--- src/design/bc1_pkg.sv ---
// Shared types and helpers for the BC1 colour block decoder.
// Depends on nothing; every other design file refers to it by scoped name.
`default_nettype none

package bc1_pkg;

	localparam int unsigned NumPixels  = 16;
	localparam int unsigned PixIdxW    = 4;
	localparam int unsigned IndexBitsW = 32;
	localparam logic [7:0]  AlphaOpaque = 8'hFF;
	localparam logic [7:0]  AlphaClear  = 8'h00;
	localparam logic [1:0]  SelTransparent = 2'h3;
	localparam logic [PixIdxW-1:0] LastPixIdx = 4'd15;

	// Reciprocal of three in 11 fractional bits; exact floor for x below 2048
	localparam logic [10:0] Recip3 = 11'd683;

	typedef struct packed {
		logic [7:0] r;
		logic [7:0] g;
		logic [7:0] b;
	} rgb_t;

	// One classified block as it waits between front and back
	typedef struct packed {
		rgb_t [3:0]             pal;
		logic                   three_colour;
		logic [IndexBitsW-1:0]  index_bits;
	} blk_t;

	// One decoded pixel
	typedef struct packed {
		logic [PixIdxW-1:0] idx;
		logic [7:0]         r;
		logic [7:0]         g;
		logic [7:0]         b;
		logic [7:0]         a;
		logic               last;
	} pix_t;

	function automatic logic [7:0] widen5(input logic [4:0] v);
		return {v, v[4:2]};
	endfunction

	function automatic logic [7:0] widen6(input logic [5:0] v);
		return {v, v[5:4]};
	endfunction

	function automatic rgb_t unpack565(input logic [15:0] c);
		rgb_t o;
		o.r = widen5(c[15:11]);
		o.g = widen6(c[10:5]);
		o.b = widen5(c[4:0]);
		return o;
	endfunction

	// (2a + b + 1) / 3 through the reciprocal
	function automatic logic [7:0] mix_third(input logic [7:0] a, input logic [7:0] b);
		logic [9:0]  s;
		logic [20:0] p;
		s = {1'b0, a, 1'b0} + {2'b00, b} + 10'd1;
		p = {11'd0, s} * {10'd0, Recip3};
		return p[18:11];
	endfunction

	function automatic logic [7:0] mix_half(input logic [7:0] a, input logic [7:0] b);
		logic [8:0] s;
		s = {1'b0, a} + {1'b0, b};
		return s[8:1];
	endfunction

endpackage

`default_nettype wire

--- src/design/bc1_front.sv ---
// Front end: takes a BC1 block, expands endpoints and builds the palette.
// Uses bc1_pkg; feeds bc1_queue through one staging register.
`default_nettype none

module bc1_front (
	input  wire logic                  clk,
	input  wire logic                  arst_n,
	input  wire logic                  push,
	output logic                       full,
	input  wire logic [15:0]           first_color,
	input  wire logic [15:0]           second_color,
	input  wire logic [31:0]           index_bits,
	input  wire logic                  q_full,
	output logic                       q_push,
	output bc1_pkg::blk_t              q_data
);

	bc1_pkg::rgb_t c0;
	bc1_pkg::rgb_t c1;
	bc1_pkg::blk_t blk;
	bc1_pkg::blk_t blk_s1;
	logic          valid_s1;
	logic          load;

	always_comb begin
		c0 = bc1_pkg::unpack565(first_color);
		c1 = bc1_pkg::unpack565(second_color);
		blk.pal[0]       = c0;
		blk.pal[1]       = c1;
		blk.index_bits   = index_bits;
		blk.three_colour = (first_color <= second_color);
		if (blk.three_colour) begin
			blk.pal[2].r = bc1_pkg::mix_half(c0.r, c1.r);
			blk.pal[2].g = bc1_pkg::mix_half(c0.g, c1.g);
			blk.pal[2].b = bc1_pkg::mix_half(c0.b, c1.b);
			blk.pal[3]   = '0;
		end else begin
			blk.pal[2].r = bc1_pkg::mix_third(c0.r, c1.r);
			blk.pal[2].g = bc1_pkg::mix_third(c0.g, c1.g);
			blk.pal[2].b = bc1_pkg::mix_third(c0.b, c1.b);
			blk.pal[3].r = bc1_pkg::mix_third(c1.r, c0.r);
			blk.pal[3].g = bc1_pkg::mix_third(c1.g, c0.g);
			blk.pal[3].b = bc1_pkg::mix_third(c1.b, c0.b);
		end
	end

	// Stage frees up when empty or when its block moves into the queue
	assign full   = valid_s1 & q_full;
	assign load   = push & ~full;
	assign q_push = valid_s1 & ~q_full;
	assign q_data = blk_s1;

	always_ff @(posedge clk or negedge arst_n) begin
		if (!arst_n) begin
			valid_s1 <= 1'b0;
		end else if (!full) begin
			valid_s1 <= push;
		end
	end

	always_ff @(posedge clk) begin
		if (load) begin
			blk_s1 <= blk;
		end
	end

endmodule

`default_nettype wire

--- src/design/bc1_queue.sv ---
// Short queue of classified blocks between front and back end.
// Uses bc1_pkg for the block type; depth comes from the top level.
`default_nettype none

module bc1_queue #(
	parameter int unsigned DEPTH = 2
) (
	input  wire logic           clk,
	input  wire logic           arst_n,
	input  wire logic           push,
	input  wire bc1_pkg::blk_t  wdata,
	output logic                full,
	input  wire logic           pop,
	output bc1_pkg::blk_t       rdata,
	output logic                empty
);

	localparam int unsigned AW = (DEPTH > 1) ? $clog2(DEPTH) : 1;
	localparam int unsigned CW = $clog2(DEPTH + 1);
	localparam logic [AW-1:0] LastSlot = AW'(DEPTH - 1);
	localparam logic [CW-1:0] FullCnt  = CW'(DEPTH);

	bc1_pkg::blk_t slot_q [DEPTH];
	logic [AW-1:0] wr_q;
	logic [AW-1:0] rd_q;
	logic [CW-1:0] cnt_q;
	logic          do_push;
	logic          do_pop;

	assign full    = (cnt_q == FullCnt);
	assign empty   = (cnt_q == '0);
	assign do_push = push & ~full;
	assign do_pop  = pop & ~empty;
	assign rdata   = slot_q[rd_q];

	always_ff @(posedge clk or negedge arst_n) begin
		if (!arst_n) begin
			wr_q  <= '0;
			rd_q  <= '0;
			cnt_q <= '0;
		end else begin
			if (do_push) begin
				wr_q <= (wr_q == LastSlot) ? '0 : wr_q + AW'(1);
			end
			if (do_pop) begin
				rd_q <= (rd_q == LastSlot) ? '0 : rd_q + AW'(1);
			end
			if (do_push && !do_pop) begin
				cnt_q <= cnt_q + CW'(1);
			end else if (do_pop && !do_push) begin
				cnt_q <= cnt_q - CW'(1);
			end
		end
	end

	always_ff @(posedge clk) begin
		if (do_push) begin
			slot_q[wr_q] <= wdata;
		end
	end

endmodule

`default_nettype wire

--- src/design/bc1_back.sv ---
// Back end: walks the sixteen pixels of the oldest queued block.
// Uses bc1_pkg; holds each pixel in an output register until popped.
`default_nettype none

module bc1_back (
	input  wire logic           clk,
	input  wire logic           arst_n,
	input  wire bc1_pkg::blk_t  q_data,
	input  wire logic           q_empty,
	output logic                q_pop,
	output bc1_pkg::pix_t       pix,
	output logic                empty,
	input  wire logic           pop
);

	logic [bc1_pkg::PixIdxW-1:0] cnt_q;
	logic                        out_valid_q;
	bc1_pkg::pix_t               pix_q;
	bc1_pkg::pix_t               nxt;
	logic                        advance;
	logic [1:0]                  sel;

	// Take a new pixel when the output register is free or being drained
	assign advance = ~q_empty & (~out_valid_q | pop);
	assign q_pop   = advance & (cnt_q == bc1_pkg::LastPixIdx);
	assign empty   = ~out_valid_q;
	assign pix     = pix_q;

	always_comb begin
		sel      = q_data.index_bits[{cnt_q, 1'b0} +: 2];
		nxt.idx  = cnt_q;
		nxt.r    = q_data.pal[sel].r;
		nxt.g    = q_data.pal[sel].g;
		nxt.b    = q_data.pal[sel].b;
		nxt.a    = (q_data.three_colour && sel == bc1_pkg::SelTransparent) ?
		           bc1_pkg::AlphaClear : bc1_pkg::AlphaOpaque;
		nxt.last = (cnt_q == bc1_pkg::LastPixIdx);
	end

	always_ff @(posedge clk or negedge arst_n) begin
		if (!arst_n) begin
			cnt_q       <= '0;
			out_valid_q <= 1'b0;
		end else begin
			if (advance) begin
				cnt_q <= cnt_q + 4'd1;
			end
			if (advance) begin
				out_valid_q <= 1'b1;
			end else if (pop) begin
				out_valid_q <= 1'b0;
			end
		end
	end

	always_ff @(posedge clk) begin
		if (advance) begin
			pix_q <= nxt;
		end
	end

`ifndef SYNTHESIS
	a_last_is_fifteen: assert property (@(posedge clk) disable iff (!arst_n)
		out_valid_q && pix_q.last |-> pix_q.idx == bc1_pkg::LastPixIdx)
		else $error("last pixel flag away from pixel fifteen");

	a_pop_on_last: assert property (@(posedge clk) disable iff (!arst_n)
		q_pop |-> !q_empty && cnt_q == bc1_pkg::LastPixIdx)
		else $error("block released before its last pixel");

	a_pixel_order: assert property (@(posedge clk) disable iff (!arst_n)
		advance |=> pix_q.idx == $past(cnt_q) && cnt_q == $past(cnt_q) + 4'd1)
		else $error("pixel counter out of step with output");
`endif

endmodule

`default_nettype wire

--- src/design/bc1_color_block_decode.sv ---
// BC1 (DXT1) colour block decoder, top level: queue ports, register port.
// Instantiates bc1_front, bc1_queue and bc1_back; uses bc1_pkg.
// Each accepted beat is one 64-bit block (two RGB565 endpoints and sixteen
// 2-bit indices); it yields sixteen result beats in raster order, pixel_index
// 0 to 15, last_pixel set on the sixteenth. Endpoints widen to 8 bits per
// channel by bit replication. With first_color above second_color the palette
// is four opaque colours with the two thirds mixes; otherwise it is the two
// endpoints, their floor average and transparent black (alpha 0). The back
// end's pixel counter sets the rate: one result beat per cycle while pop is
// held high and the queue is not empty. On its way to the result ports a block
// passes the staging register, a queue slot and the output register, in that
// order. Up to one staged block and QUEUE_DEPTH queued blocks, the one in
// decode among them, are held, so a few more blocks are still taken while
// results stall. Register with_alpha (byte address 0, reset 1) is copied to
// alpha_write on every pixel; alpha itself always carries the decoded value.
// Write it only while the block is idle.
`default_nettype none

module bc1_color_block_decode #(
	parameter int unsigned QUEUE_DEPTH = 2
) (
	input  wire logic        clk,
	input  wire logic        arst_n,
	// Block input
	input  wire logic        push,
	output logic             full,
	input  wire logic [15:0] first_color,
	input  wire logic [15:0] second_color,
	input  wire logic [31:0] index_bits,
	// Pixel results
	output logic             empty,
	input  wire logic        pop,
	output logic [3:0]       pixel_index,
	output logic [7:0]       red,
	output logic [7:0]       green,
	output logic [7:0]       blue,
	output logic [7:0]       alpha,
	output logic             alpha_write,
	output logic             last_pixel,
	// Register port
	input  wire logic        psel,
	input  wire logic        penable,
	input  wire logic        pwrite,
	input  wire logic [2:0]  paddr,
	input  wire logic [31:0] pwdata,
	output logic [31:0]      prdata,
	output logic             pready
);

	bc1_pkg::blk_t front_data;
	bc1_pkg::blk_t back_data;
	bc1_pkg::pix_t pix;
	logic          q_push;
	logic          q_full;
	logic          q_pop;
	logic          q_empty;
	logic          with_alpha_q;
	logic          reg_hit;

	// Register map: a single bit at word 0; other words read as zero, writes dropped
	assign pready  = 1'b1;
	assign reg_hit = (paddr[2] == 1'b0);
	assign prdata  = reg_hit ? {31'd0, with_alpha_q} : 32'd0;

	always_ff @(posedge clk or negedge arst_n) begin
		if (!arst_n) begin
			with_alpha_q <= 1'b1;
		end else if (psel && penable && pwrite && pready && reg_hit) begin
			with_alpha_q <= pwdata[0];
		end
	end

	// Front: expand endpoints, classify the mode, build the palette
	bc1_front u_front (
		.clk          (clk),
		.arst_n       (arst_n),
		.push         (push),
		.full         (full),
		.first_color  (first_color),
		.second_color (second_color),
		.index_bits   (index_bits),
		.q_full       (q_full),
		.q_push       (q_push),
		.q_data       (front_data)
	);

	// Decouple: hold finished palettes while the back end streams pixels
	bc1_queue #(
		.DEPTH (QUEUE_DEPTH)
	) u_queue (
		.clk    (clk),
		.arst_n (arst_n),
		.push   (q_push),
		.wdata  (front_data),
		.full   (q_full),
		.pop    (q_pop),
		.rdata  (back_data),
		.empty  (q_empty)
	);

	// Back: advance one pixel per beat through the head block
	bc1_back u_back (
		.clk     (clk),
		.arst_n  (arst_n),
		.q_data  (back_data),
		.q_empty (q_empty),
		.q_pop   (q_pop),
		.pix     (pix),
		.empty   (empty),
		.pop     (pop)
	);

	assign pixel_index = pix.idx;
	assign red         = pix.r;
	assign green       = pix.g;
	assign blue        = pix.b;
	assign alpha       = pix.a;
	assign last_pixel  = pix.last;
	assign alpha_write = with_alpha_q;

endmodule

`default_nettype wire

--- config.mk ---
export PLATFORM = sky130hd
export DESIGN_NAME = bc1_color_block_decode
export DESIGN_NICKNAME = d
export VERILOG_FILES = /design/src/design/bc1_pkg.sv /design/src/design/bc1_front.sv /design/src/design/bc1_queue.sv /design/src/design/bc1_back.sv /design/src/design/bc1_color_block_decode.sv
export SDC_FILE = /design/constraint.sdc
export NUM_CORES = 1
export LEC_CHECK = 0
export BUFFER_PORTS_ARGS = -buffer_cell sky130_fd_sc_hd__buf_2
export CELL_PAD_IN_SITES_DETAIL_PLACEMENT = 2
export CELL_PAD_IN_SITES_GLOBAL_PLACEMENT = 2
export CORE_ASPECT_RATIO = 0.7
export CORE_UTILIZATION = 43
export CTS_BUF_LIST = sky130_fd_sc_hd__clkbuf_16
export DETAILED_ROUTE_END_ITERATION = 10
export PLACE_DENSITY = 0.86
export SETUP_SLACK_MARGIN = 0.5
export SYNTH_ARGS = -nofsm -noshare
export SYNTH_HDL_FRONTEND = slang
export SYNTH_SLANG_ARGS = --single-unit
--- constraint.sdc ---
create_clock -name clk -period 7.8 [get_ports clk]
set_input_delay 0.78 -clock clk [delete_from_list [all_inputs] [get_ports clk]]
set_output_delay 0.78 -clock clk [all_outputs]
set_load 0.02 [all_outputs]
# Word level (Yosys, flattened, before mapping)
# Memory sizes are Yosys's and may differ from the RTL's.
# Index checks and enable logic that the tools add are counted.
# totals
output_inout_bits	73
elab_cells	97
regBits	177
memories	1
ramBits	258
# op_classes
multipliers	6
n_bitwise	13
order_cmp	2
eq_ne	3
shifts	1
mux	13
n_addsub	20
reduce_logical	11
# memory_table
memory	words	word_bits	rd	rd_ports_with_merged_regs	write_ports	line_no	rtl
u_queue.slot_q	2	129	1	0	1	bc1_queue.sv:23	bc1_pkg::blk_t slot_q [DEPTH];
# ops
operator	count
$mul 10x10->19 const B	6
$add 10x1->10 const B	6
$add 9x8->10	6
$bmux 24 s2	1
$mux 24	2
$shiftx 32x6->2	1
$add 8x8->9	3
$le 16x16->1	1
$mux 8	1
$and 1x1->1	7
$mux 1	7
$logic_and 1x1->1	6
$not 1->1	5
$add 4x1->4 const B	1
$eq 2x2->1 const B	2
$eq 4x4->1 const B	1
$mux 2	2
$reduce_bool 2->1	2
$lt 2x3->1 const B	1
$add 1x1->1 const B	2
$add 2x1->2 const B	1
$logic_not 1->1	2
$logic_not 2->1	1
$sub 2x1->2 const B	1
$or 1x1->1	1

# Logic depth before layout (Yosys ltp)
# Gate-level depths: netlist (run 1).
# logic_depth
depth_word	8
depth_mapped	26
ltp_nobuf	26

# Cells and area by module
# From an unflattened synthesis (run 1), not the netlist that was laid out.
# hier_totals
cells_unflattened	2268
area_unflattened_um2	28503.6
# modules_own_cells
mod	area_per_inst_um2	cells_per_inst	instances
bc1_front	16323.2	1578	1
bc1_queue	9531.6	420	1
bc1_back	2346.0	232	1
bc1_color_block_decode	302.8	38	1

# Worst setup path after synthesis (run 1)
# OpenSTA, ideal clock, no wires.
# synth_timing
kind	input port to flip-flop
startpoint	input port first_color[3]
endpoint	register u_front.blk_s1 (netlist bit u_front.q_data[86]) (data pin)
setup_time_ps	268
path_buffers	1
path_slack_ps	1103
arrival_ps	6429
cell_stages	25
path_cell_list	ha_1 > clkbuf_1 > a21o_1 > a21oi_1 > o21bai_1 > a21oi_1 > o21ai_0 > xnor2_1 > inv_1 > ha_1 > ha_1 > fa_1 > fa_1 > inv_1 > fa_1 > inv_1 > ha_1 > a21oi_1 > o21ai_0 > nor4b_1 > nor3_1 > or3_1 > a21oi_1 > xor2_1 > o21ai_0
# synth_rtl
element	line_no	rtl
start, declared	bc1_color_block_decode.sv:27	input wire logic [15:0] first_color,
end signal, assigned	bc1_front.sv:63	blk_s1 <= blk;
end, declared	bc1_front.sv:21	bc1_pkg::blk_t blk_s1;

==> results of run 1 <==
## how the worst max path moves through the flow
stage                     from             endpoint  slack [ns]
3_5_place_dp   first_color[14]  u_front.q_data[102]       -0.04
3_3_place_gp    first_color[3]   u_front.q_data[86]        0.43
2_1_floorplan   first_color[3]   u_front.q_data[86]        1.10
6_report       first_color[14]  u_front.q_data[104]        0.67
4_1_cts        first_color[14]  u_front.q_data[104]        0.55
5_1_grt         first_color[3]   u_front.q_data[86]        0.31
## state kept, by name, summed over array words and instances (netlist names), 2 cells and up
register	flops
u_back.cnt_q	4
u_back.pix	30
u_front.q_data	113
u_queue.cnt_q	2
u_queue.slot_q	226
## stage by stage
| stage | setup WS [ns] | cells | hold WS [ns] |
|---|---|---|---|
| 6_report | 0.669 | 3101 | 0.0769 |
| 5_1_grt | 0.312 | 3097 | 0.0748 |
| 4_1_cts | 0.550 | 3097 | 0.0626 |
| 3_5_place_dp | -0.0372 | 3023 | 0.435 |
| 3_3_place_gp | 0.429 | 3023 | 0.423 |
| 2_1_floorplan | 1.10 | 2144 | 0.421 |
## synth_stat cells (32+ instances only)
master,number,share of area
xnor2_1,100,0.033
fa_1,133,0.10
ha_1,416,0.20
a21oi_1,88,0.017
nand2_1,65,0.0091
xor2_1,39,0.013
nor2_1,85,0.012
buf_4,39,0.011
mux2i_1,52,0.020
o21ai_0,43,0.0081
inv_1,307,0.043
nor3_1,32,0.0060
edfxtp_1,369,0.42
## worst register-to-register path, delay by kind of cell, from the launching register on
family          cells  cell delay (ns)
compound gates      1             0.44
flops               1             0.91
mux                 3             1.34
simple gates        2             1.00
## what timing repair did
| item | in CTS | in global routing |
|---|---|---|
| hold buffers | 0 | 0 |
| endpoints found under the setup margin | 5 | 16 |
| pin swaps | 0 | 0 |
| resized for setup | 1 | 10 |
## final cells by class
cell class / count / area [um^2]
diodes: 4 / 10.0
clock buffers: 42 / 1050
clock inverters: 32 / 206
fillers: 6001 / 32000
inverters: 307 / 1150
multi-input cells: 1377 / 13800
flip-flops and latches: 380 / 11400
well taps: 819 / 1020
repair buffers: 140 / 768
## logic make-up after synthesis
family                   count (synthesis)  share of synthesized area
AO/OA/AOI/OAI                          279                     0.0717
XOR/XNOR                               139                     0.0456
adder cells (fa/ha/maj)                549                      0.295
buffers and inverters                  387                     0.0633
flip-flops                             380                      0.426
multiplexers                           107                     0.0516
other                                    2                   0.000281
AND/OR/NAND/NOR                        269                     0.0473
## layer usage
layer	wire, um	track usage
met5	28	0
met4	2240	0.0776
met3	3690	0.0400
met2	43800	0.494
met1	34400	0.329
==> impl_metrics.ini, run 1 <==
[yosys]
synth_area_per_cell_um2 = 12.6
yosys_warnings = 0
ys_seq_elements = 380
synth-edff-count = 369
synth_area_um2 = 26700
synth_flop_cell = edfxtp_1
ys_async_sr_fraction = 0.0289
yosysUniqueCellTypes = 63
yosysSeqAreaShare = 0.426
netlist_instances = 2112

[routing]
dr.pass1.iters = 5
wl_per_cell_um = 27.1
ant_nets = 0
vias_per_cell = 5.60
drt-initial-drc-count = 842
wl_mm = 84.2
num_vias = 17400
drc_errors = 0

[floorplanning]
die_h_um = 210
die_area_um2 = 63100
initial_utilization = 0.434
core_area_um2 = 61400
ioPinCount = 179
rows = 76
chipWidth_um = 300

[worst_setup_path]
cp_data_required_time_ns = 8.12
worstSetupPathType = input port to flop
cp_num_cells = 26
cp-start-kind = input port
timing.critical_path.mode_cell = ha_1
cpPeakStageDelay_ns = 0.57
slowest_stage = ha_1
r2r_end = u_back.pix[12]
path_delay_family = adder cells
r2r_slack_ns = 3.81
cp_max_fo = 10
rr_worst_depth = 6
crit_arrival_ns = 7.45
end_kind = flop
r2r_start = u_back.cnt_q[0]
worst-path-buf-inv = 5

[clock_network]
clock_latency_ns = 0.58
cts-root-buf = clkbuf_16
cts_sinks = 380
cts_setup_buffers = 0
numCtsBuffers = 41
cts_tree = done
clk_pin_slew_ns = 0.07
cts_max_level = 2
cts_buffer_depth = 3

[sta]
tightest_slew_ns = 1.20
final-setup-viol-count = 0
fin_worst_skew_ns = 0.0223
slew_headroom = 0.198
hold_viol = 0
slew_violations = 0
period_share = 0.914
achievable-frequency_ghz = 0.140
rsz0062_at_grt = yes
period_minus_slack_ns = 7.13
fin_setup_tns_ns = 0

[cells_and_area]
final_common_cell = ha_1
syn_to_final_growth_pct = 10.2
utilization = 0.479
most-common-layout-cells = ha_1 (416), edfxtp_1 (369), inv_1 (317), fa_1 (133), buf_2 (113)
final_net_count = 2902
layout-drive-gt1-share = 0.120
fin_area_um2 = 29400

[placed_design]
gp_congestion = 0.870
dpl-instance-area_um2 = 28100
hpwl_mm = 64.0
io_buffers = 113

[min_path]
min_path_type = input port to async pin

[grt]
grt_max_degree = 66
grt_pass1_vias = 20300
antenna_found_initial = 7
grt_first_pass_wirelength_mm = 127
grt_usage = 0.270
overflow = 0

[status]
status = complete, no violations

[job]
maxCapViolations = 0
Power of run 1 is left out: the tool's default activity adds up to more than one toggle a clock period on the data nets, which glitch-free logic cannot reach.
==> run 2, diff against run 1 <==
CORE_UTILIZATION = 40   (was 43)
PLACE_DENSITY = default   (was 0.86)
PLACE_DENSITY_LB_ADDON = 0.1   (was default)
==> run 2 against run 1 <==
Effect of this change: critical path type unchanged; maximum frequency up 3.3%; worst setup slack better by 0.23 ns; via count fell by 5.6%; non-clock buffer count rose by 6; count of clock-buffer cells in the layout fell by 2; largest cell class unchanged; first-iteration DRC count rose by 3.1%; sequential share of layout area hardly changed; critical path depth rose by 1; routed wire length fell by 14%; core utilization down 2.9 points; global-route usage fell by 5.2 points; final cell count is 1.8% higher.
==> impl_metrics.ini, run 2 (same netlist as run 1, synthesis figures left out) <==
[status]
status = complete, no violations

[sta]
achievable-frequency_ghz = 0.145
fin_setup_tns_ns = 0
period_minus_slack_ns = 6.90
tightest_slew_ns = 1.20
hold_viol = 0
slew_violations = 0
rsz0062_at_grt = no
final-setup-viol-count = 0
fin_worst_skew_ns = 0.0125
period_share = 0.885
slew_headroom = 0.199

[cells_and_area]
largest_reg_flops = 226
num-fill-cells = 6546
num_antenna_cells = 0
utilization = 0.450
most-common-layout-cells = ha_1 (416), edfxtp_1 (369), inv_1 (318), fa_1 (133), buf_2 (113)
final_net_count = 2906
layout-drive-gt1-share = 0.118
syn_to_final_growth_pct = 10.3
largest-register = u_queue.slot_q
final_common_cell = ha_1

[clock_network]
numCtsBuffers = 39
cts_buffer_depth = 3
clock_latency_ns = 0.55
cts_sinks = 380
clk_pin_slew_ns = 0.06
cts-root-buf = clkbuf_16
cts_tree = done
cts_max_level = 2

[worst_setup_path]
cp_data_required_time_ns = 8.09
end_kind = flop
cp-start-kind = input port
worstSetupPathType = input port to flop
crit_arrival_ns = 7.19
cp_max_fo = 7

[routing]
vias_per_cell = 5.19
ant_nets = 0
drt-initial-drc-count = 868
drc_errors = 0
wl_mm = 72.3
dr.pass1.iters = 6
num_vias = 16400
wl_per_cell_um = 22.9

[placed_design]
io_buffers = 113
gp_congestion = 0.823
hpwl_mm = 56.7

[grt]
grt_pass1_vias = 18800
grt_usage = 0.218
overflow = 0
grt_first_pass_wirelength_mm = 113
grt_max_degree = 76
antenna_found_initial = 2

[floorplanning]
die_h_um = 218
initial_utilization = 0.408
ioPinCount = 179
die_area_um2 = 67800
rows = 78
core_area_um2 = 65400
chipWidth_um = 311

[min_path]
min_path_type = input port to async pin

[job]
maxCapViolations = 0
## run 2: metal layers
layer  vias to the layer above  track usage  routed length [um]
met4                         0       0.0374                 951
met2                       196        0.374               34800
met5                         -            0                   0
met3                        53       0.0230                1930
met1                      8451        0.302               34600
li1                       7699            -                   -
## run 2: metrics by stage
stage,setup slack [ns],hold WS [ns],std cells,area [um^2]
floorplan,1.10,0.421,2144,26800
global placement,0.275,0.425,3089,28200
detailed placement,0.0937,0.436,3089,28200
CTS,0.605,0.113,3156,29400
global route,0.498,0.121,3157,29400
finish,0.897,0.132,3157,29400
## run 2: area by class of cell
cell class,instances,area (um^2),share of cell area
clock inverters,27,183,0.00621
flip-flops and latches,380,11400,0.386
clock buffers,40,1000,0.0340
multi-input cells,1377,13800,0.470
inverters,307,1150,0.0391
repair buffers,146,813,0.0276
well taps,880,1100,0.0374
## run 2: critical path, stage by stage
cell	delay [ns]
buf_2	0.19
fa_1	0.45
a21o_1	0.20
a21oi_1	0.25
o21bai_1	0.12
a21oi_2	0.20
o21bai_1	0.10
a21oi_1	0.19
xnor2_1	0.21
inv_1	0.13
ha_1	0.31
ha_1	0.35
fa_1	0.52
fa_1	0.53
inv_1	0.06
fa_1	0.51
inv_1	0.04
ha_1	0.32
a21oi_1	0.20
o221ai_1	0.15
o31ai_1	0.29
buf_4	0.19
o21ai_0	0.22
o21a_1	0.28
nor2_1	0.12
xor2_1	0.18
mux2i_1	0.09
## run 2: final timing paths
| check | from | to | slack [ns] | cells past startpoint |
|---|---|---|---|---|
| max in group asynchronous | arst_n | alpha_write | 7.37 | 1 |
| hold / removal | arst_n | u_back.cnt_q[3] | 0.13 | 1 |
| hold reg to reg | u_front.q_data[92] | u_queue.slot_q[1][92] | 0.44 | 0 |
| setup reg to reg | u_queue.rd_q | u_back.pix[10] | 3.50 | 8 |
| min in group clk | index_bits[28] | u_front.q_data[28] | 0.41 | 1 |
| setup / recovery | second_color[9] | u_front.q_data[95] | 0.90 | 27 |
## run 2: timing repair
item	4_1_cts	5_1_grt
setup buffers	0	1
setup endpoints to repair	0	10
resized for setup	0	7
hold buffers	0	0
Power of run 2 is left out for the same reason.
==> run 3, diff against run 2 <==
REMOVE_ABC_BUFFERS = 1   (was default)
==> run 3 against run 2 <==
Effect of this change: die area stayed put; clock skew up 0.0063 ns; worst setup slack improved by 0.0084 ns; design area up 0.16%; global-route usage decreased by 0.28 points; sequential cell count is the same; routed wire length is 0.19% lower; critical path depth is 1 lower; via count rose by 1.6%.
==> impl_metrics.ini, run 3 (same netlist as run 1, synthesis figures left out) <==
[status]
status = complete, no violations

[worst_setup_path]
end_kind = flop
worstSetupPathType = input port to flop
cp_data_required_time_ns = 8.01
slowest_stage = fa_1
cpPeakStageDelay_ns = 0.53
crit_arrival_ns = 7.10
cp_max_fo = 9
path_delay_family = adder cells
cp-start-kind = input port
r2r_slack_ns = 3.97
worst-path-buf-inv = 5

[clock_network]
numCtsBuffers = 41
cts_setup_buffers = 0
cts_tree = done
cts-root-buf = clkbuf_16
cts_sinks = 380
cts_max_level = 2
clk_pin_slew_ns = 0.07
hold_buffers = 0
ctsResizeCount = 0
clock_latency_ns = 0.55
cts_buffer_depth = 3

[routing]
drc_errors = 0
ant_nets = 0
wl_mm = 72.2
num_vias = 16700
dr.pass1.iters = 5
vias_per_cell = 5.27
wl_per_cell_um = 22.8
drt-initial-drc-count = 842

[sta]
final-setup-viol-count = 0
slew_headroom = 0.253
tightest_slew_ns = 1.12
layout_setup_ws_ns = 0.905
achievable-frequency_ghz = 0.145
fin_worst_skew_ns = 0.0188
rsz0062_at_grt = no
period_share = 0.884
fin_setup_tns_ns = 0
period_minus_slack_ns = 6.89
hold_ws_ns = 0.120
hold_viol = 0
slew_violations = 0

[cells_and_area]
final_common_cell = ha_1
utilization = 0.451
final_net_count = 2905
largest_reg_flops = 226
syn_to_final_growth_pct = 10.5
layout-drive-gt1-share = 0.121
most-common-layout-cells = ha_1 (414), edfxtp_1 (369), inv_1 (314), fa_1 (133), buf_2 (113)
largest-register = u_queue.slot_q
num-fill-cells = 6548

[floorplanning]
ioPinCount = 179
core_area_um2 = 65400
die_h_um = 218
chipWidth_um = 311
initial_utilization = 0.408
die_area_um2 = 67800
rows = 78

[job]
maxCapViolations = 0

[grt]
grt_usage = 0.215
grt_max_degree = 73
overflow = 0
grt_pass1_vias = 18600
antenna_found_initial = 3
grt_first_pass_wirelength_mm = 112

[min_path]
min_path_type = input port to async pin

[placed_design]
pre_cts_ws_ns = 0.0450
gp_congestion = 0.804
hpwl_mm = 56.2
io_buffers = 113
==> run 3: cell count changes in the layout (fill, tap and decap cells not counted), sizes merged <==
| cell | previous run | this run |
|---|---|---|
| buf | 146 | 143 |
| clkbuf | 40 | 41 |
| clkinv | 10 | 17 |
| inv | 320 | 318 |
| diode | 0 | 1 |
| clkinvlp | 2 | 3 |
==> run 3: cell type report <==
type                       count  area (um^2)  area share
inverter                     307         1150      0.0391
timing repair buffer         143          791      0.0268
sequential                   380        11400       0.385
clock buffer                  41         1030      0.0348
clock inverter                33          211     0.00717
tap                          880         1100      0.0373
antenna                        1         2.50   0.0000849
multi-input combinational   1377        13800       0.470
==> run 3: metal layers <==
| layer | wire [um] | global-route usage | up-vias |
|---|---|---|---|
| li1 | - | - | 7716 |
| met1 | 33800 | 0.296 | 8586 |
| met2 | 34600 | 0.363 | 275 |
| met3 | 2470 | 0.0289 | 84 |
| met4 | 1300 | 0.0448 | 4 |
| met5 | 29 | 0 | - |
==> run 3: path summary, 6_finish.rpt <==
| path | startpoint | end | depth (start not counted) |
|---|---|---|---|
| max in group asynchronous | arst_n | alpha_write | 1 |
| min in group clk | index_bits[5] | u_front.q_data[5] | 1 |
| worst min register to register | u_front.q_data[106] | u_queue.slot_q[1][106] | 0 |
| worst max-delay path | second_color[2] | u_front.q_data[86] | 26 |
| worst min-delay path | arst_n | u_queue.rd_q | 1 |
| worst max register to register | u_queue.rd_q | u_back.pix[10] | 7 |
==> run 3: metrics by stage <==
step,instance area (um^2),instances
final,29500,3162
after global routing,29500,3161
after CTS,29400,3161
after detailed placement,28200,3087
after global placement,28200,3087
after floorplan,26300,2064
Power of run 3 is left out for the same reason.
